File: config.mk
export PLATFORM = sky130hd
export DESIGN_NAME = dss_ctrl_flat
export DESIGN_NICKNAME = d
export VERILOG_FILES = /design/src/rtl/dss_pkg.sv /design/src/rtl/dss_query_if.sv /design/src/rtl/dss_result_if.sv /design/src/rtl/dss_cfg_if.sv /design/src/rtl/dss_ctrl.sv /design/src/flat_wrapper.sv
export SDC_FILE = /design/constraint.sdc
export NUM_CORES = 1
export LEC_CHECK = 0
export BUFFER_PORTS_ARGS = -buffer_cell sky130_fd_sc_hd__buf_2
export CORE_MARGIN = 5
export CORE_UTILIZATION = 45
export CTS_CLUSTER_DIAMETER = 30
export DETAILED_ROUTE_END_ITERATION = 6
export GPL_TIMING_DRIVEN = 1
export PLACE_DENSITY = 0.71
export REMOVE_ABC_BUFFERS = 1
export SLEW_MARGIN = 30
export SYNTH_ARGS = -nofsm -noshare
export SYNTH_HDL_FRONTEND = slang
export SYNTH_SLANG_ARGS = --single-unit
File: constraint.sdc
create_clock -name clk -period 7.5 [get_ports clk]
set_input_delay 1.5 -clock clk [delete_from_list [all_inputs] [get_ports clk]]
set_output_delay 1.5 -clock clk [all_outputs]
set_load 0.01 [all_outputs]
File: src/rtl/dss_pkg.sv
// Shared types and constants for the deduplicating seen-set filter.
// Used by the channel interfaces, the slot cells, the controller and the top level.
package dss_pkg;

	localparam int OFFSET_W = 47;
	localparam int INDEX_W = 16;
	localparam int KEY_W = OFFSET_W + INDEX_W;
	localparam int LIMIT_W = 13;
	localparam int HOME_OFS_LSB = 32 - INDEX_W;

	localparam int TABLE_SLOTS_DEF = 256;

	localparam logic [LIMIT_W-1:0] LIMIT_RESET = LIMIT_W'(256);
	localparam logic [LIMIT_W-1:0] COUNT_MAX = {LIMIT_W{1'b1}};

	localparam logic OP_CLAIM = 1'b0;
	localparam logic OP_CLEAR = 1'b1;

	typedef enum logic [1:0] {
		ST_IDLE,
		ST_PROBE,
		ST_HOLD
	} state_t;

	typedef struct packed {
		logic start;
		logic clear;
		logic stop;
	} cell_ctl_t;

	typedef struct packed {
		logic hit;
		logic placed;
	} probe_stat_t;

endpackage

File: src/rtl/dss_query_if.sv
// Input channel of the seen-set filter: one claim or clear item per handshake.
// Depends on dss_pkg for the field widths.
interface dss_query_if;
	logic                         valid;
	logic                         ready;
	logic                         operation;
	logic [dss_pkg::OFFSET_W-1:0] caller_offset;
	logic [dss_pkg::INDEX_W-1:0]  objective_index;

	modport source (output valid, output operation, output caller_offset,
		output objective_index, input ready);
	modport sink (input valid, input operation, input caller_offset,
		input objective_index, output ready);
endinterface

File: src/rtl/dss_result_if.sv
// Output channel of the seen-set filter: one verdict item per handshake.
// Depends on dss_pkg for the field widths.
interface dss_result_if;
	logic                        valid;
	logic                        ready;
	logic                        is_new;
	logic                        table_full;
	logic [dss_pkg::LIMIT_W-1:0] sequence_res;
	logic                        report_allowed;

	modport source (output valid, output is_new, output table_full,
		output sequence_res, output report_allowed, input ready);
	modport sink (input valid, input is_new, input table_full,
		input sequence_res, input report_allowed, output ready);
endinterface

File: src/rtl/dss_cfg_if.sv
// Configuration write channel of the seen-set filter, carrying the report limit.
// Depends on dss_pkg for the register width.
interface dss_cfg_if;
	logic                        valid;
	logic                        ready;
	logic [dss_pkg::LIMIT_W-1:0] report_limit;

	modport source (output valid, output report_limit, input ready);
	modport sink (input valid, input report_limit, output ready);
endinterface

File: src/rtl/dss_ctrl.sv
// Controller: handshakes, probe sequencing, sequence counter and output register.
// Depends on dss_pkg and the three channel interfaces.
module dss_ctrl #(
	parameter int SLOT_W = 8
) (
	input  logic                      clk,
	input  logic                      arst_n,
	dss_cfg_if.sink                   cfg,
	dss_query_if.sink                 query,
	dss_result_if.source              result,
	input  dss_pkg::probe_stat_t      stat,
	output dss_pkg::cell_ctl_t        ctl,
	output logic [SLOT_W-1:0]         home,
	output logic [dss_pkg::KEY_W-1:0] key
);

	dss_pkg::state_t state_q, state_d;

	logic [SLOT_W-1:0]                probe_q;
	logic [dss_pkg::LIMIT_W-1:0]      cnt_q;
	logic [dss_pkg::LIMIT_W-1:0]      limit_q;
	logic [dss_pkg::KEY_W-1:0]        key_q;

	logic                             res_new_q;
	logic                             res_full_q;
	logic [dss_pkg::LIMIT_W-1:0]      res_seq_q;
	logic                             res_rep_q;

	logic                             out_valid_q;
	logic                             out_new_q;
	logic                             out_full_q;
	logic [dss_pkg::LIMIT_W-1:0]      out_seq_q;
	logic                             out_rep_q;

	logic                             accept;
	logic                             finish;
	logic                             load;
	logic [dss_pkg::LIMIT_W-1:0]      cap;
	logic [dss_pkg::LIMIT_W-1:0]      cnt_nxt;

	assign cfg.ready             = 1'b1;
	assign key                   = key_q;
	assign result.valid          = out_valid_q;
	assign result.is_new         = out_new_q;
	assign result.table_full     = out_full_q;
	assign result.sequence_res   = out_seq_q;
	assign result.report_allowed = out_rep_q;

	always_comb begin
		query.ready = (state_q == dss_pkg::ST_IDLE);
		accept      = query.valid && query.ready;
		finish      = (state_q == dss_pkg::ST_PROBE) &&
			(stat.hit || stat.placed || (&probe_q));
		load        = (state_q == dss_pkg::ST_HOLD) && (!out_valid_q || result.ready);
		ctl.start   = accept && (query.operation == dss_pkg::OP_CLAIM);
		ctl.clear   = accept && (query.operation == dss_pkg::OP_CLEAR);
		ctl.stop    = finish;
		home        = query.objective_index[SLOT_W-1:0] ^
			query.caller_offset[dss_pkg::HOME_OFS_LSB +: SLOT_W];
		cap         = (limit_q == dss_pkg::COUNT_MAX) ? dss_pkg::COUNT_MAX :
			limit_q + dss_pkg::LIMIT_W'(1);
		cnt_nxt     = (cnt_q < cap) ? cnt_q + dss_pkg::LIMIT_W'(1) : cnt_q;
	end

	always_comb begin
		state_d = state_q;
		case (state_q)
			dss_pkg::ST_IDLE: begin
				if (ctl.start) begin
					state_d = dss_pkg::ST_PROBE;
				end else if (ctl.clear) begin
					state_d = dss_pkg::ST_HOLD;
				end
			end
			dss_pkg::ST_PROBE: begin
				if (finish) begin
					state_d = dss_pkg::ST_HOLD;
				end
			end
			dss_pkg::ST_HOLD: begin
				if (load) begin
					state_d = dss_pkg::ST_IDLE;
				end
			end
			default: state_d = dss_pkg::ST_IDLE;
		endcase
	end

	always_ff @(posedge clk or negedge arst_n) begin
		if (!arst_n) begin
			state_q     <= dss_pkg::ST_IDLE;
			probe_q     <= '0;
			cnt_q       <= '0;
			limit_q     <= dss_pkg::LIMIT_RESET;
			out_valid_q <= 1'b0;
		end else begin
			state_q <= state_d;
			if (cfg.valid && cfg.ready) begin
				limit_q <= cfg.report_limit;
			end
			if (ctl.start) begin
				probe_q <= '0;
			end else if (state_q == dss_pkg::ST_PROBE) begin
				probe_q <= probe_q + SLOT_W'(1);
			end
			if (ctl.clear) begin
				cnt_q <= '0;
			end else if (finish && stat.placed) begin
				cnt_q <= cnt_nxt;
			end
			if (load) begin
				out_valid_q <= 1'b1;
			end else if (result.ready) begin
				out_valid_q <= 1'b0;
			end
		end
	end

	always_ff @(posedge clk) begin
		if (ctl.start) begin
			key_q <= {query.caller_offset, query.objective_index};
		end
		if (ctl.clear) begin
			res_new_q  <= 1'b0;
			res_full_q <= 1'b0;
			res_seq_q  <= '0;
			res_rep_q  <= 1'b0;
		end else if (finish) begin
			res_new_q  <= stat.placed;
			res_full_q <= !stat.hit && !stat.placed;
			res_seq_q  <= stat.placed ? cnt_nxt : '0;
			res_rep_q  <= stat.placed && (cnt_nxt <= limit_q);
		end
		if (load) begin
			out_new_q  <= res_new_q;
			out_full_q <= res_full_q;
			out_seq_q  <= res_seq_q;
			out_rep_q  <= res_rep_q;
		end
	end

endmodule

File: src/flat_wrapper.sv
// flat-port wrapper written by rule: the top's interface ports become plain ports
module dss_ctrl_flat 
#(
	parameter int SLOT_W = 8
)
  (clk, arst_n, stat, ctl, home, key, cfg_valid, cfg_report_limit, cfg_ready, query_valid, query_operation, query_caller_offset, query_objective_index, query_ready, result_valid, result_is_new, result_table_full, result_sequence_res, result_report_allowed, result_ready);
  dss_cfg_if cfg_i ();
  dss_query_if query_i ();
  dss_result_if result_i ();
  input  logic clk;
  input  logic arst_n;
  input  dss_pkg::probe_stat_t stat;
  output dss_pkg::cell_ctl_t ctl;
  output logic [SLOT_W-1:0] home;
  output logic [dss_pkg::KEY_W-1:0] key;
  input wire logic [$bits(cfg_i.valid)-1:0] cfg_valid;
  input wire logic [$bits(cfg_i.report_limit)-1:0] cfg_report_limit;
  output wire logic [$bits(cfg_i.ready)-1:0] cfg_ready;
  input wire logic [$bits(query_i.valid)-1:0] query_valid;
  input wire logic [$bits(query_i.operation)-1:0] query_operation;
  input wire logic [$bits(query_i.caller_offset)-1:0] query_caller_offset;
  input wire logic [$bits(query_i.objective_index)-1:0] query_objective_index;
  output wire logic [$bits(query_i.ready)-1:0] query_ready;
  output wire logic [$bits(result_i.valid)-1:0] result_valid;
  output wire logic [$bits(result_i.is_new)-1:0] result_is_new;
  output wire logic [$bits(result_i.table_full)-1:0] result_table_full;
  output wire logic [$bits(result_i.sequence_res)-1:0] result_sequence_res;
  output wire logic [$bits(result_i.report_allowed)-1:0] result_report_allowed;
  input wire logic [$bits(result_i.ready)-1:0] result_ready;
  assign cfg_i.valid = cfg_valid;
  assign cfg_i.report_limit = cfg_report_limit;
  assign cfg_ready = cfg_i.ready;
  assign query_i.valid = query_valid;
  assign query_i.operation = query_operation;
  assign query_i.caller_offset = query_caller_offset;
  assign query_i.objective_index = query_objective_index;
  assign query_ready = query_i.ready;
  assign result_valid = result_i.valid;
  assign result_is_new = result_i.is_new;
  assign result_table_full = result_i.table_full;
  assign result_sequence_res = result_i.sequence_res;
  assign result_report_allowed = result_i.report_allowed;
  assign result_i.ready = result_ready;
  dss_ctrl #(.SLOT_W(SLOT_W)) u_core (.clk(clk), .arst_n(arst_n), .cfg(cfg_i), .query(query_i), .result(result_i), .stat(stat), .ctl(ctl), .home(home), .key(key));
endmodule
Word-level counts from Yosys, hierarchy flattened
Index checks and enable logic that the tools add are counted.
{"block": "word_totals", "regBits": 132, "word_cells": 61, "out_inout_bits": 93, "in_bits": 84}
{"block": "classes", "n_addsub": 3, "bitwise_logic": 2, "order_cmp": 2, "n_reduce_logical": 20, "muxes": 14, "eq_ne": 6}
{"cell": "13-bit two-way mux", "count": 5}
{"cell": "13-bit by 1-bit adder with 13-bit output, second input constant", "count": 2}
{"cell": "8-bit two-way mux", "count": 2}
{"cell": "13-bit == test, second input constant", "count": 1}
{"cell": "13-bit less-or-equal comparator", "count": 1}
{"cell": "13-bit less-than comparator", "count": 1}
{"cell": "8-bit by 1-bit adder with 8-bit output, second input constant", "count": 1}
{"cell": "1-bit logical AND", "count": 8}
{"cell": "2-bit two-way mux", "count": 4}
{"cell": "8-bit AND reduction", "count": 1}
{"cell": "8-bit bitwise XOR", "count": 1}
{"cell": "2-bit one-hot mux with 3 select lines", "count": 1}
{"cell": "2-bit nonzero test", "count": 3}
{"cell": "2-bit by 1-bit != test with 1-bit output, second input constant", "count": 2}
{"cell": "1-bit logical NOT", "count": 3}
{"cell": "1-bit logical OR", "count": 3}
{"cell": "3-bit != test, second input constant", "count": 1}
{"cell": "3-bit AND reduction", "count": 1}
{"cell": "2-bit by 1-bit == test with 1-bit output, second input constant", "count": 1}
{"cell": "2-bit == test, second input constant", "count": 1}
{"cell": "2-bit logical NOT", "count": 1}
{"cell": "1-bit two-way mux", "count": 2}
{"cell": "1-bit NOT", "count": 1}

Longest topological paths before layout
{"block": "depth", "word_depth": 6, "depth_mapped": 22}

Worst setup path before layout
Ideal clock, no wire load.
{"block": "synth_path", "kind": "input to output", "startpoint": "input port query_valid", "endpoint": "output port ctl[2] (netlist bit)", "setup_slack_ns": 1.438, "arrival_time_ns": 4.562, "path_buffers": 0, "cell_stages": 2, "path_cell_list": "nand2_1 nor2_1"}
{"element": "start: declaration", "line": "flat_wrapper.sv:19", "rtl": "input wire logic [$bits(query_i.valid)-1:0] query_valid;"}
{"element": "end: declaration", "line": "flat_wrapper.sv:13", "rtl": "output dss_pkg::cell_ctl_t ctl;"}

Worst setup path after layout
{"block": "layout_path", "startpoint": "register u_core.limit_q[0] (netlist bit)", "endpoint": "register u_core.res_rep_q"}
{"block": "layout_via", "elab_chain_len": 6, "elab_cells_between_ends": 7, "cone_classes": "add/sub: 1; order compare: 2; eq/ne: 1; mux: 2; reduce/logical: 1"}
{"element": "start: declaration", "line": "dss_ctrl.sv:21", "rtl": "logic [dss_pkg::LIMIT_W-1:0] limit_q;"}
{"element": "start signal: assignment", "line": "dss_ctrl.sv:94", "rtl": "limit_q <= dss_pkg::LIMIT_RESET;"}
{"element": "start signal: assignment", "line": "dss_ctrl.sv:99", "rtl": "limit_q <= cfg.report_limit;"}
{"element": "13-bit by 1-bit adder with 13-bit output / 13-bit == test (equally long branches)", "line": "dss_ctrl.sv:61, dss_ctrl.sv:60"}
{"element": "13-bit two-way mux", "line": "dss_ctrl.sv:60", "rtl": "cap = (limit_q == dss_pkg::COUNT_MAX) ? dss_pkg::COUNT_MAX :"}
{"element": "13-bit less-than comparator", "line": "dss_ctrl.sv:62", "rtl": "cnt_nxt = (cnt_q < cap) ? cnt_q + dss_pkg::LIMIT_W'(1) : cnt_q;"}
{"element": "13-bit two-way mux", "line": "dss_ctrl.sv:62"}
{"element": "13-bit less-or-equal comparator (*)", "line": "dss_ctrl.sv:132", "rtl": "res_rep_q <= stat.placed && (cnt_nxt <= limit_q);"}
{"element": "1-bit logical AND (*)", "line": "dss_ctrl.sv:132"}
{"element": "end signal: assignment", "line": "dss_ctrl.sv:132"}
{"element": "end: declaration", "line": "dss_ctrl.sv:27", "rtl": "logic res_rep_q;"}
Every way passes the cells marked *; elsewhere a longest branch is shown, timed or not.
A chain may end at the register's enable or synchronous reset.

==> reports/metrics.cfg <==
[outcome]
status = finished clean

[timing]
worstMarginPinSlew_ps = 926
slew_violations = 0
period_minus_slack_ps = 4620
whs_ps = 433
finalHoldViolations = 0
max_freq_ghz = 0.217
fin_setup_tns_ps = 0
period_share_pct = 61.6
setup_viol = 0
fin_skew_ps = 5.66
rsz0062_at_grt = no
slew_headroom_pct = 38.3

[die]
io_pins = 177
rows = 41
start_util_pct = 46.4
die-area_mm2 = 0.0155
die_h_um = 125
core_area_mm2 = 0.0127
die_w_um = 125

[setup_path]
worstPathRequired_ps = 7850
endpoint = u_core.res_rep_q$_SDFFE_PP0P_
crit_type = register to register
path_max_fanout = 51
r2r-start = u_core.limit_q[0]$_DFFE_PN0P_
cp_data_arrival_time_ps = 4970
reg2reg_to = u_core.res_rep_q$_SDFFE_PP0P_
crit_start = u_core.limit_q[0]$_DFFE_PN0P_
end_kind = register
worst-r2r-setup-slack_ps = 2880
r2r_cells = 20
startpoint_type = register

[grt]
antenna_found_initial = 0
grt_max_degree = 72
grt_busiest_layer = met2
globalRouteMet3Util_pct = 6.90
grt_pass1_wl_um = 23700
grt_overflow = 0
met1_usage_pct = 22.0
grt_pass1_vias = 4466
grtUsageTotal_pct = 19.2
met2_usage_pct = 33.5

[power_and_ir_drop]
power.switching_fraction_pct = 24.0
ir_drop_uv = 123
p_comb_share_pct = 12.9
power_density_mw_per_mm2 = 275
internal_power_mw = 1.58
leakagePower_nw = 3.38
pwr-share-clk_pct = 44.3
power.share.sequential_pct = 42.9
total_power_mw = 2.08
p_switching_uw = 499

[cts]
htree_levels = 4
clk_pin_slew_worst_paths_ps = 60
cts-buffers-inserted = 17
clock_sinks = 132
cts_setup_buffers = 0
tritoncts = yes
cts.repair.resized = 0
hold_buffers = 0
cts_root_buffer = clkbuf_16
cts_buffer_depth = 2
clock_latency_ps = 410

[finish]
fin_util_pct = 59.6
drive_gt1_share_pct = 32.0
diodes = 0
area_growth_pct = 28.4
final_nets = 778

[synthesis]
ys_seq_elements = 132
synth_cell_types = 47
syn_avg_cell_area_um2 = 11.9
synth-edff-count = 79
synth_cells = 494
synth_area_mm2 = 0.00590
yosysWarnings = 0
yosysSeqAreaShare_pct = 61.3
synthArstFlopShare_pct = 28.0
synth-main-ff-cell = edfxtp_1

[placement]
gp_congestion = 0.873
hpwl_um = 10900
numPortBuffers = 175

[route]
avgViaCountPerCell = 5.35
drtIter0Drc = 383
antenna_left = 0
routed_wl_um = 14600
firstDrtPassIters = 4
post_drt_wl_per_cell_um = 17.2
vias = 4549
post-route-drc-count = 0

[job]
drv_cap = 0

[min_path]
hp-class = register to register

[worst min path at each step]
stage	from	to	slack, ps	depth (start not counted)
floorplan	u_core.res_new_q$_SDFFE_PP0P_	u_core.result.is_new$_DFFE_PP_	410	0
global route	u_core.res_seq_q[0]$_SDFFE_PP0P_	u_core.result.sequence_res[0]$_DFFE_PP_	440	0
detailed placement	u_core.res_new_q$_SDFFE_PP0P_	u_core.result.is_new$_DFFE_PP_	420	0
global placement	u_core.res_new_q$_SDFFE_PP0P_	u_core.result.is_new$_DFFE_PP_	420	0
finish	u_core.res_seq_q[0]$_SDFFE_PP0P_	u_core.result.sequence_res[0]$_DFFE_PP_	430	0
CTS	u_core.res_seq_q[7]$_SDFFE_PP0P_	u_core.result.sequence_res[7]$_DFFE_PP_	430	0
[power groups by stage]
stage | logic [mW] | clock network, mW | registers [mW]
floorplan | 0.126 | 0 | 0.924
global placement | 0.259 | 0 | 0.904
detailed placement | 0.268 | 0 | 0.907
CTS | 0.271 | 0.940 | 0.893
global route | 0.301 | 0.980 | 0.900
finish | 0.268 | 0.922 | 0.893
[cell type report]
type | count | area (um2)
tap | 172 | 215
clock buffer | 19 | 433
timing repair buffer | 179 | 908
multi-input combinational | 318 | 2110
sequential | 132 | 3620
inverter | 18 | 67.6
clock inverter | 13 | 229
fill | 1059 | 5140
[flip-flops by register name (all words and copies together) (netlist names)]
signal	flops
u_core.result.table_full	1
u_core.result.valid	1
u_core.res_seq_q	13
u_core.state_q	2
u_core.res_new_q	1
u_core.res_rep_q	1
u_core.result.report_allowed	1
u_core.limit_q	13
u_core.probe_q	8
u_core.result.sequence_res	13
u_core.cnt_q	13
u_core.res_full_q	1
u_core.result.is_new	1
u_core.key	63
[layer usage]
layer	wire [um]	vias to the layer above	share of wire [%]
met5	0	-	0
met4	216	0	1.5
met3	963	16	6.6
met2	7610	174	52
met1	5860	2183	40
li1	-	2176	-
[logic make-up after synthesis]
group | Yosys count | share of synthesized area (%)
AND/OR/NAND/NOR | 166 | 14.6
multiplexers | 2 | 0.382
flip-flops | 132 | 61.3
buffers and inverters | 44 | 3.14
XOR/XNOR | 31 | 4.60
adder cells (fa/ha/maj) | 28 | 5.94
other | 1 | 0.0635
AO/OA/AOI/OAI | 90 | 9.99
[layout by cell type (no fill, tap or decap), types with 3 or more instances in the layout]
cell type,netlist,layout
a32oi_1,6,6
buf_4,2,5
or3_1,7,7
and4_1,3,3
bufinv_16,0,6
nor2b_1,3,3
o21ai_0,25,25
o211ai_1,5,5
a21oi_1,22,22
inv_1,18,18
nor3_1,5,5
or4_1,14,14
nand2b_1,3,3
a32o_1,4,4
ha_1,28,28
xnor2_1,11,11
nand3_1,28,28
edfxtp_1,79,79
nor4_1,5,5
nor2_1,31,30
nand4_1,11,11
o31ai_1,10,10
clkbuf_16,0,17
dfrtp_1,36,36
buf_2,4,174
nand2_1,43,42
dfxtp_1,16,16
clkinvlp_4,0,3
a21o_1,6,6
and3_1,8,8
xor2_1,20,20
[stage by stage]
step                      cells  instance area [um2]  worst slack [ps]
after floorplan             468                 5780              1440
after global placement      819                 6910              3020
after detailed placement    819                 6910              2900
after CTS                   851                 7570              2860
after global routing        851                 7580              2500
final                       851                 7580              2880
[cell usage after synthesis, types with 7 or more instances]
master	n	area, um2
nor2_1	31	116
o31ai_1	10	75.1
clkbuf_1	16	60.1
edfxtp_1	79	2370
nand4_1	11	68.8
o21ai_0	25	125
nand2_1	43	161
dfxtp_1	16	320
xor2_1	20	175
a21oi_1	22	110
dfrtp_1	36	901
and3_1	8	50.1
or3_1	7	43.8
inv_1	18	67.6
ha_1	28	350
or4_1	14	105
xnor2_1	11	96.3
nand3_1	28	140
[worst max-delay path, cell delays in order (launching register included)]
cell and delay, ps:
dfrtp_1 420, ha_1 220, nand3_1 230, nor3_1 320, nand4_1 170, a211oi_1 210, o21ai_0 110, ha_1 310
and4_1 170, a221o_1 320, a21o_1 150, buf_4 260, nor2_1 180, xnor2_1 170, ha_1 280, a21o_1 180
a21o_1 170, a21oi_1 290, nand2_1 90, o21ai_0 150, a22o_1 130
No activity file was read; power rests on OpenSTA's default activity.
