===== src/rtl/dss_pkg.sv =====
// Shared types and constants for the deduplicating seen-set filter.
// Used by the channel interfaces, the slot cells, the controller and the top level.
package dss_pkg;

	localparam int OFFSET_W = 47;
	localparam int INDEX_W = 16;
	localparam int KEY_W = OFFSET_W + INDEX_W;
	localparam int LIMIT_W = 13;
	localparam int HOME_OFS_LSB = 32 - INDEX_W;

	localparam int TABLE_SLOTS_DEF = 256;

	localparam logic [LIMIT_W-1:0] LIMIT_RESET = LIMIT_W'(256);
	localparam logic [LIMIT_W-1:0] COUNT_MAX = {LIMIT_W{1'b1}};

	localparam logic OP_CLAIM = 1'b0;
	localparam logic OP_CLEAR = 1'b1;

	typedef enum logic [1:0] {
		ST_IDLE,
		ST_PROBE,
		ST_HOLD
	} state_t;

	typedef struct packed {
		logic start;
		logic clear;
		logic stop;
	} cell_ctl_t;

	typedef struct packed {
		logic hit;
		logic placed;
	} probe_stat_t;

endpackage


===== src/rtl/dss_cell.sv =====
// One slot of the hash table: stored key, occupied flag and the probe token stage.
// Depends on dss_pkg for the key width and the control structs.
module dss_cell #(
	parameter int SLOT_W = 8,
	parameter int IDX = 0
) (
	input  logic                      clk,
	input  logic                      arst_n,
	input  dss_pkg::cell_ctl_t        ctl,
	input  logic [SLOT_W-1:0]         home,
	input  logic [dss_pkg::KEY_W-1:0] key,
	input  logic                      tok_in,
	output logic                      tok_out,
	output logic                      hit,
	output logic                      placed
);

	localparam logic [SLOT_W-1:0] MY_SLOT = SLOT_W'(IDX);

	logic                      tok_q;
	logic                      valid_q;
	logic [dss_pkg::KEY_W-1:0] key_q;
	logic                      same;

	assign same    = (key_q == key);
	assign hit     = tok_q && valid_q && same;
	assign placed  = tok_q && !valid_q;
	assign tok_out = tok_q && valid_q && !same;

	always_ff @(posedge clk or negedge arst_n) begin
		if (!arst_n) begin
			tok_q   <= 1'b0;
			valid_q <= 1'b0;
		end else begin
			if (ctl.clear || ctl.stop) begin
				tok_q <= 1'b0;
			end else if (ctl.start) begin
				tok_q <= (home == MY_SLOT);
			end else begin
				tok_q <= tok_in;
			end
			if (ctl.clear) begin
				valid_q <= 1'b0;
			end else if (placed) begin
				valid_q <= 1'b1;
			end
		end
	end

	always_ff @(posedge clk) begin
		if (placed) begin
			key_q <= key;
		end
	end

endmodule


===== config.mk =====
export PLATFORM = sky130hd
export DESIGN_NAME = dss_cell
export DESIGN_NICKNAME = d
export VERILOG_FILES = /design/src/rtl/dss_pkg.sv /design/src/rtl/dss_cell.sv
export SDC_FILE = /design/constraint.sdc
export NUM_CORES = 1
export LEC_CHECK = 0
export BUFFER_PORTS_ARGS = -buffer_cell sky130_fd_sc_hd__buf_2
export CORE_MARGIN = 2
export CORE_UTILIZATION = 35
export DETAILED_ROUTE_END_ITERATION = 12
export GPL_TIMING_DRIVEN = 0
export RECOVER_POWER = 25
export SETUP_SLACK_MARGIN = 0.4
export SLEW_MARGIN = 0
export SYNTH_ARGS = -nofsm -noshare
export SYNTH_HDL_FRONTEND = slang
export SYNTH_SLANG_ARGS = --single-unit

===== constraint.sdc =====
create_clock -name clk -period 5.9 [get_ports clk]
set_clock_uncertainty 0.1 [all_clocks]
set_input_delay 0 -clock clk [delete_from_list [all_inputs] [get_ports clk]]
set_output_delay 0 -clock clk [all_outputs]
set_load 0.02 [all_outputs]

### After elaboration in Yosys (flattened, before gate mapping)

Index checks and enable logic that the tools add are counted.

| operators by class | value |
|---|---|
| reductions and logical operators | 9 |
| equality and inequality tests | 1 |
| multiplexer cells | 4 |

Operators with widths:

| kind | count |
|---|---|
| $eq A63 B63 Y1 | 1 |
| $logic_not A8 Y1 | 1 |
| $logic_and A1 B1 Y1 | 4 |
| $mux W1 | 4 |
| $logic_not A1 Y1 | 2 |
| $reduce_bool A2 Y1 | 1 |
| $logic_or A1 B1 Y1 | 1 |

| storage, ports and cells | value |
|---|---|
| output and inout bits | 3 |
| register bits | 65 |
| logic and storage cells | 17 |

### Depth between registers and ports, before layout

Gate-level depths: netlist of run 1.

| depth | value |
|---|---|
| depth in word-level cells | 4 |
| depth in mapped cells | 5 |
| mapped depth without buffers | 5 |

### Worst setup path after synthesis of run 1

OpenSTA, ideal clock, no wires.

| path | value |
|---|---|
| path kind | register to register |
| start | register valid_q |
| end | register key_q[0] (netlist name) (enable) |
| data required time | 5.295 ns |
| slack | 1.840 ns |
| stages on the path, launching flop included | 2 |
| clock period less this slack | 4.060 ns |
| path buffers | 0 |
| data arrival time | 3.455 ns |
| cells stage by stage | dfrtp_1 > nor2b_1 |

| between the ends | value |
|---|---|
| cells in the longest elaborated chain, start to end | 2 |

Ends and longest elaborated chain:

| item | line | text |
|---|---|---|
| start: declaration | dss_cell.sv:21 | `logic valid_q;` |
| start signal: assignment | dss_cell.sv:33 | `valid_q <= 1'b0;` |
| start signal: assignment | dss_cell.sv:43 | `valid_q <= 1'b0;` |
| start signal: assignment | dss_cell.sv:45 | `valid_q <= 1'b1;` |
| $logic_not A1 Y1 | dss_cell.sv:27 | `assign placed = tok_q && !valid_q;` |
| $logic_and A1 B1 Y1 | dss_cell.sv:27 |  |
| via placed | dss_cell.sv:15 | `output logic placed` |
| end signal: assignment | dss_cell.sv:52 | `key_q <= key;` |
| end: declaration | dss_cell.sv:22 | `logic [dss_pkg::KEY_W-1:0] key_q;` |

The timed path passes the listed nets, and every way through them passes these cells.
A chain may end at the register's enable or synchronous reset.

### Worst setup path after layout of run 1

| path | value |
|---|---|
| start | register key_q[46] (netlist name) |
| end | output port tok_out |

| between the ends | value |
|---|---|
| cells in the longest elaborated chain, start to end | 3 |

Ends and longest elaborated chain:

| item | line | text |
|---|---|---|
| $eq A63 B63 Y1 | dss_cell.sv:25 | `assign same = (key_q == key);` |
| $logic_not A1 Y1 | dss_cell.sv:28 | `assign tok_out = tok_q && valid_q && !same;` |
| $logic_and A1 B1 Y1 | dss_cell.sv:28 |  |
| end: declaration | dss_cell.sv:13 | `output logic tok_out,` |

Every way passes these cells.

==> impl_metrics.tcl, run 1 <==
set metrics [dict create \
    status "complete, no violations" \
    antenna_found_initial 0 \
    whs_path_depth 3 \
    fp-row-count 31 \
    cts_resized 0 \
    synth-seq-cells 65 \
    whs_ns 0.271 \
    rsz0062_at_grt "no" \
    crit_top_cell "nand4_1" \
    io_buffer_count 79 \
    dr_total_vias 1815 \
    fin_setup_tns_ns 0 \
    syn_area_per_cell_um2 16.8 \
    path_max_fanout 2 \
    hold_class "input port to flop" \
    synth_edf_count 63 \
    final.period_utilization_pct 35.3 \
    syn_inst 160 \
    holdPathEnd "valid_q" \
    synth_flop_cell "edfxtp_1" \
    cp.arrival_ns 1.98 \
    path_delay_family "simple AND/OR/NAND/NOR gates" \
    r2r_slack_ns 4.23 \
    grt_max_degree 25 \
    cts_buffer_depth 2 \
    hold_viol 0 \
    max_slew_margin_pct 52.1 \
    ys_seq_area_share_pct 72.1 \
    io_pins 80 \
    ir_drop_uv 120 \
    cts-htree-levels 3 \
    detail-route-antenna-nets 0 \
    die_y_um 91.8 \
    die_area_um2 8420 \
    worstHoldStart "ctl[1]" \
    synth_area_leaders "edfxtp_1 70%, xnor2_1 20%, nand4_1 3.7%" \
    overflow 0 \
    cts.hold.buffers_added 68 \
    synth_common_cells "63 x edfxtp_1, 63 x xnor2_1, 16 x nand4_1, 5 x nor4_1, 3 x nor2_1" \
    track_usage_pct 13.4 \
    p_leak_nw 1.39 \
    postCtsSetupBuffers 0 \
    synth_cell_types 13 \
    worstPathRequired_ns 5.80 \
    drt-vias-per-instance 4.28 \
    start_kind "flop" \
    crit_chain "xnor2_1, nand4_1, nor4_1, nand4_1, nor2b_4, buf_2" \
    numCtsBuffers 9 \
    slew_viol_final 0 \
    clock.fmax_mhz 480 \
    grt_pass1_wl_mm 8.75 \
    rr_endpoint "key_q[20]" \
    power_density_nw_per_um2 237 \
    cts_tree "built" \
    crit_buf_inv 1 \
    synth_area_leader_cell "edfxtp_1" \
    syn_area_um2 2700 \
    drt_pass1_iterations 4 \
    drc_errors 0 \
    syn_nets 237 \
    root_buffer "clkbuf_8" \
    ys_async_sr_fraction_pct 3.08 \
    critPathSlowestCell "nor4_1" \
    start_util_pct 36.6 \
    core_region_area_um2 7370 \
    max_cap_violations 0 \
    yosysTopAreaCellShare_pct 70.2 \
    ys_warn_count 0 \
    timing.rr.start "valid_q" \
    critPathLaunch "key_q[46]" \
    max_slew.worst_pin.slew_ns 0.717 \
    path_depth 6 \
    drive_gt1_share_pct 19.4 \
    drt_iter0_markers 50 \
    final_nets 397 \
    slowest_delay_ns 0.48 \
    worstSetupEndpointType "output port" \
    grt_pass1_vias 1933 \
    finalWeightedCongestion 0.704 \
    cts_sinks 65 \
    wl_mm 5.19 \
    avgRoutedWirePerCell_um 12.2 \
    die_x_um 91.8 \
    setup_viol 0 \
    crit_type "flop to output port" \
    path_clk_slew_ns 0.06 \
    area.growth.synth_to_final_pct 51.9 \
    n_antenna_cell 0 \
    dp_hpwl_mm 3.48 \
    r2r_cells 2 \
    clock_latency_ns 0.32 \
    period_needed_ns 2.08 \
]
## registers in the layout, summed over array words and instances, names as in the netlist
name     count
valid_q      1
key_q       63
tok_q        1
## routing by layer
| layer | vias to the layer above | share of wire [%] | GRT usage [%] |
|---|---|---|---|
| li1 | 916 | - | - |
| met1 | 822 | 47 | 17.3 |
| met2 | 66 | 46 | 21.5 |
| met3 | 11 | 5.7 | 3.12 |
| met4 | 0 | 1.6 | 6.22 |
| met5 | - | 0 | 0 |
## placed cells by master (no fill, tap or decap)
master	count
a31oi_1	1
buf_16	2
buf_2	46
bufinv_16	1
clkbuf_1	36
clkbuf_8	9
clkinv_1	1
clkinv_2	2
dfrtp_1	2
dlygate4sd3_1	68
edfxtp_1	63
nand2_1	1
nand3_1	1
nand4_1	16
nor2_1	3
nor2b_1	1
nor2b_4	2
nor3_1	1
nor4_1	5
nor4_2	1
xnor2_1	63
## worst max-delay path by stage
| stage | to | slack [ns] |
|---|---|---|
| global placement | placed | 0.73 |
| CTS | tok_out | 3.78 |
| global route | hit | 3.62 |
| floorplan | key_q[0] | 1.84 |
| finish | tok_out | 3.82 |
| detailed placement | tok_out | 4.16 |
## worst register-to-register path, cell delays in order, from the launching register on
cell     delay [ns]
dfrtp_1        0.42
nor2b_4        0.59
buf_16         0.25
## cell type report
type / count / area, um2
Tap cell: 99 / 124
Fill cell: 632 / 3270
Clock buffer: 12 / 135
Multi-Input combinational cell: 95 / 761
Sequential cell: 65 / 1940
Timing Repair Buffer: 149 / 1090
Clock inverter: 4 / 43.8
## stage by stage
stage	area [um2]	utilization [%]	setup slack [ns]	power, W	cells
after floorplan	2700	-	1.84	0.000562	160
after CTS	4140	56.1	3.78	0.000987	424
after global placement	3210	43.6	0.730	0.000600	338
final	4100	55.6	3.82	0.000970	424
after detailed placement	3280	44.5	4.16	0.000603	340
after global routing	4100	55.6	3.62	0.00101	424
## power by group
part	leakage [nW]	switching, W	internal [W]
registers	0.599	0.00000343	0.000516
clock network	0.0918	0.000153	0.000193
logic	0.698	0.0000379	0.0000665
total	1.39	0.000195	0.000776
## cell families (layout without fill, tap and decap cells)
family | Yosys count | count (layout) | synth area share [%]
flip-flops | 65 | 65 | 72.1
XOR/XNOR | 63 | 63 | 20.5
AND/OR/NAND/NOR | 31 | 31 | 7.24
AO/OA/AOI/OAI | 1 | 1 | 0.232
buffers and inverters | 0 | 165 | 0
No activity file was read; power rests on OpenSTA's default activity.
==> inputs of run 2 (changes only) <==
- clock period: 5.9 -> 1.7 ns (I/O delays scaled with it)
==> run 2 against run 1 <==
  * The flow now finishes with violations (negative setup slack)
  * Clock-buffer cell count down 3
  * Cell area rose by 1.7%
  * Hold slack improved by 0.0070 ns
  * Largest power group unchanged
  * Highest routed layer unchanged
==> impl_metrics.tcl, run 2 (synthesis gave the netlist of run 1 again) <==
set metrics [dict create \
    status "finished with violations" \
    violations "negative setup slack" \
    die_x_um 91.8 \
    p_leak_nw 1.47 \
    final_common_cell "dlygate4sd3_1" \
    drc_errors 0 \
    cts_sinks 65 \
    grt_pass1_wl_mm 9.39 \
    power_density_nw_per_um2 854 \
    crit_type "flop to output port" \
    grt_pass1_vias 1977 \
    hold_class "input port to flop" \
    wl_mm 5.59 \
    crit_top_cell "nand4_1" \
    n_antenna_cell 0 \
    dr_total_vias 1890 \
    cts-htree-levels 3 \
    io_pins 80 \
    final_util_pct 56.5 \
    fill_cells 632 \
    drt_iter0_markers 25 \
    die_y_um 91.8 \
    final.period_utilization_pct 122 \
    placed_area_um2 3250 \
    setup_viol 35 \
    numCtsBuffers 9 \
    worstPathRequired_ns 1.60 \
    area.growth.synth_to_final_pct 54.5 \
    largest_reg_flops 63 \
    io_buffer_count 79 \
    critPathLaunch "key_q[60]" \
    setup_slack_ns -0.366 \
    crit_chain "xnor2_1, nand4_1, nor4_4, nand4_1, nor2b_4, buf_6" \
    drive_gt1_share_pct 26.5 \
    drt-vias-per-instance 4.47 \
    fp-row-count 31 \
    crit_buf_inv 1 \
    grt_max_degree 34 \
    clock.fmax_mhz 484 \
    slew_viol_final 0 \
    top_regs "key_q (63), tok_q (1), valid_q (1)" \
    final_nets 396 \
    regMostFlops "key_q" \
    clock_latency_ns 0.33 \
    timing.rr.start "valid_q" \
    antenna_found_initial 0 \
    detail-route-antenna-nets 0 \
    cts_tree "built" \
    path_clk_slew_ns 0.06 \
    start_kind "flop" \
    avgRoutedWirePerCell_um 13.2 \
    path_max_fanout 2 \
    track_usage_pct 14.5 \
    ir_drop_uv 477 \
    design_area_um2 4160 \
    die_area_um2 8420 \
    hold_viol 0 \
    worstHoldStart "ctl[1]" \
    cp.arrival_ns 1.97 \
    core_region_area_um2 7370 \
    cts_buffer_depth 2 \
    rsz0062_at_grt "yes" \
    critPathSlowestCell "edfxtp_1" \
    dp_hpwl_mm 3.48 \
    overflow 0 \
    path_delay_family "simple AND/OR/NAND/NOR gates" \
    period_needed_ns 2.07 \
    final_cell_mix "68 x dlygate4sd3_1, 63 x xnor2_1, 63 x buf_2, 63 x edfxtp_1, 16 x nand4_1" \
    max_slew.worst_pin.slew_ns 0.983 \
    drt_pass1_iterations 4 \
    finalWeightedCongestion 0.681 \
    slowest_delay_ns 0.39 \
    worstSetupEndpointType "output port" \
    root_buffer "clkbuf_8" \
    start_util_pct 36.6 \
    max_cap_violations 0 \
    postCtsSetupBuffers 0 \
    fin_setup_tns_ns -7.45 \
    max_slew_margin_pct 34.3 \
]
==> run 2: cell count changes in the layout (fill, tap and decap cells not counted), sizes merged <==
| cell | change |
|---|---|
| buf | +18 |
| bufinv | +1 |
| clkbuf | -22 |
| clkinv | +1 |
| clkinvlp | +1 |
==> run 2: final timing paths <==
path	endpoint	slack, ns	depth (start not counted)
min reg2reg	valid_q	0.46	2
max reg2reg	key_q[35]	-0.21	2
max in group asynchronous	tok_q	0.97	3
min in group asynchronous	valid_q	0.41	3
min	valid_q	0.28	3
max	tok_out	-0.37	6
==> run 2: worst register-to-register path, cell delays in order, from the launching register on <==
cell and delay, ns:
dfrtp_1 0.42, nor2b_4 0.78, buf_12 0.30
==> run 2: per-stage QoR <==
stage	setup WS, ns	power (W)	hold WS, ns	instances
after floorplan	-0.262	0.00195	-0.396	160
after CTS	-0.390	0.00360	0.241	423
after detailed placement	-0.201	0.00209	-0.311	339
final	-0.366	0.00355	0.278	423
after global placement	-0.591	0.00208	-0.313	338
after global routing	-0.523	0.00371	0.279	423
==> run 2: repair_timing <==
action | 4_1_cts | 5_1_grt
pin swaps | 2 | 5
setup endpoints to repair | 66 | 66
hold buffers | 68 | 0
resized for setup | 7 | 1
endpoints found under the hold margin | 67 | 0
==> run 2: metal layers <==
| metal | track usage [%] | vias to the layer above | part of all wire, % |
|---|---|---|---|
| met2 | 21.9 | 71 | 44 |
| li1 | - | 919 | - |
| met3 | 3.62 | 8 | 6.9 |
| met1 | 19.4 | 892 | 47 |
| met5 | 0 | - | 0 |
| met4 | 7.09 | 0 | 1.7 |
==> run 2: power breakdown <==
group	total, W	switching, W	internal, W
registers	0.00180	0.0000125	0.00179
logic	0.000372	0.000138	0.000234
clock network	0.00138	0.000568	0.000810
total	0.00355	0.000719	0.00284
==> run 2: area by class of cell <==
class | instances | area, um2 | share of cell area, %
Timing Repair Buffer | 148 | 1090 | 26.2
Tap cell | 99 | 124 | 2.97
Sequential cell | 65 | 1940 | 46.6
Clock buffer | 9 | 124 | 2.97
Multi-Input combinational cell | 95 | 798 | 19.2
Clock inverter | 7 | 85.1 | 2.04
==> inputs of run 3 (changes only) <==
- RECOVER_POWER: 25 -> not set
==> run 3 against run 2 <==
  * The flow still finishes with violations (negative setup slack)
  * Hold slack barely moved
  * Cell count did not move
  * Register-to-register slack barely moved
  * Combinational power rose by 1%
  * Critical path depth did not move
  * Non-clock buffer count did not move
  * Critical path type unchanged
  * Cell area rose by 0.42%
  * Routed wire length did not move
  * Critical endpoint unchanged
==> impl_metrics.tcl, run 3 (synthesis gave the netlist of run 1 again) <==
set metrics [dict create \
    final.period_utilization_pct 122 \
    max_slew.worst_pin.slew_ns 0.998 \
    r2r_slack_ns -0.22 \
    ir_drop_uv 476 \
    cts_buffer_depth 2 \
    cts_sinks 65 \
    switching_power_w 0.000720 \
    holdPathEnd "valid_q" \
    regMostFlops "key_q" \
    drc_errors 0 \
    io_pins 80 \
    seqPwrFrac_pct 50.7 \
    pwr-share-comb_pct 10.6 \
    rsz0062_at_grt "yes" \
    core_region_area_um2 7370 \
    timing.rr.start "valid_q" \
    grt_pass1_vias 1977 \
    drt_iter0_markers 28 \
    cts-htree-levels 3 \
    io_buffer_count 79 \
    drt_pass1_iterations 4 \
    numCtsBuffers 9 \
    worstHoldStart "ctl[1]" \
    design_area_um2 4180 \
    dp.cells 339 \
    grt_pass1_wl_mm 9.39 \
    setup_viol 35 \
    clock_latency_ns 0.33 \
    avgRoutedWirePerCell_um 13.2 \
    clockPowerShare_pct 38.7 \
    track_usage_pct 14.5 \
    placed_area_um2 3250 \
    max_cap_violations 0 \
    final_nets 396 \
    slew_viol_final 0 \
    final_cells 423 \
    fill_cells 621 \
    worstSetupEndpointType "output port" \
    whs_path_depth 3 \
    final_common_cell "buf_2" \
    finalPower_w 0.00356 \
    dp_hpwl_mm 3.48 \
    power_density_nw_per_um2 851 \
    start_kind "flop" \
    max_slew_margin_pct 33.3 \
    intPower_w 0.00284 \
    largest_reg_flops 63 \
    hold_viol 0 \
    crit_chain "xnor2_1, nand4_1, nor4_4, nand4_1, nor2b_4, buf_6" \
    overflow 0 \
    violations "negative setup slack" \
    path_delay_family "simple AND/OR/NAND/NOR gates" \
    finalWeightedCongestion 0.681 \
    crit_buf_inv 1 \
    area.growth.synth_to_final_pct 55.2 \
    path_max_fanout 2 \
    period_needed_ns 2.07 \
    die_area_um2 8420 \
    fp-row-count 31 \
    top_regs "key_q (63), tok_q (1), valid_q (1)" \
    clock.fmax_mhz 484 \
    n_antenna_cell 0 \
    worstPathRequired_ns 1.60 \
    drt-vias-per-instance 4.48 \
    place_ws_ns -0.201 \
    crit_type "flop to output port" \
    rr_endpoint "key_q[35]" \
    setup_slack_ns -0.366 \
    postCtsSetupBuffers 0 \
    drive_gt1_share_pct 30.9 \
    die_y_um 91.8 \
    final_cell_mix "77 x buf_2, 68 x dlygate4sd3_1, 63 x xnor2_1, 63 x edfxtp_1, 16 x nand4_1" \
    wl_mm 5.59 \
    r2r_cells 2 \
    cts_tree "built" \
    slowest_delay_ns 0.39 \
    detail-route-antenna-nets 0 \
    start_util_pct 36.6 \
    path_clk_slew_ns 0.06 \
    crit_top_cell "nand4_1" \
    fin_setup_tns_ns -7.86 \
    p_leak_nw 1.51 \
    dr_total_vias 1894 \
    critPathSlowestCell "edfxtp_1" \
    hold_class "input port to flop" \
    status "finished with violations" \
    grt_max_degree 34 \
    switching_share_pct 20.2 \
    root_buffer "clkbuf_8" \
    antenna_found_initial 0 \
    die_x_um 91.8 \
    cp.arrival_ns 1.97 \
]
[run 3: cell count changes in the layout (fill, tap and decap cells not counted), sizes merged]
cell    previous run  this run
buf               66        80
clkbuf            23         9
[run 3: worst min-delay path: stages]
cell	delay, ns
dlygate4sd3_1	0.51
buf_2	0.11
nor2_1	0.04
[run 3: how the worst max path moves through the flow]
stage | startpoint | to | slack [ns] | cells past startpoint
global placement | valid_q | key_q[10] | -0.59 | 1
floorplan | valid_q | key_q[0] | -0.26 | 1
CTS | key_q[28] | tok_out | -0.39 | 6
finish | key_q[60] | tok_out | -0.37 | 6
global route | key_q[60] | tok_out | -0.52 | 6
detailed placement | valid_q | key_q[53] | -0.20 | 2
[run 3: metrics by stage]
step / utilization (%) / hold slack, ns
finish: 56.7 / 0.278
global route: 56.7 / 0.279
CTS: 56.7 / 0.241
detailed placement: 44.1 / -0.311
global placement: 43.8 / -0.313
floorplan: - / -0.396
[run 3: per-layer routing]
metal	GRT usage, %	part of all wire, %	vias up	wire length, um
li1	-	-	920	-
met1	19.4	47	895	2630
met2	21.9	45	71	2490
met3	3.62	6.7	8	374
met4	7.09	1.7	0	96
met5	0	0	-	0
[run 3: layout make-up]
type | count | area [um2] | area share (%)
Multi-Input combinational cell | 95 | 798 | 19.1
Clock inverter | 7 | 85.1 | 2.03
Clock buffer | 9 | 124 | 2.96
Timing Repair Buffer | 148 | 1110 | 26.5
Sequential cell | 65 | 1940 | 46.4
Tap cell | 99 | 124 | 2.96
[run 3: what timing repair did]
item,CTS,global route
resized for setup,7,1
setup endpoints to repair,66,66
pin swaps,2,5
hold endpoints to repair,67,0
hold buffers,68,0
[run 3: power groups by stage]
stage / logic [W] / clock network, W / registers (W)
final: 0.000377 / 0.00138 / 0.00180
after global routing: 0.000413 / 0.00149 / 0.00181
after CTS: 0.000372 / 0.00143 / 0.00180
after detailed placement: 0.000250 / 0 / 0.00184
after global placement: 0.000244 / 0 / 0.00184
after floorplan: 0.000109 / 0 / 0.00184
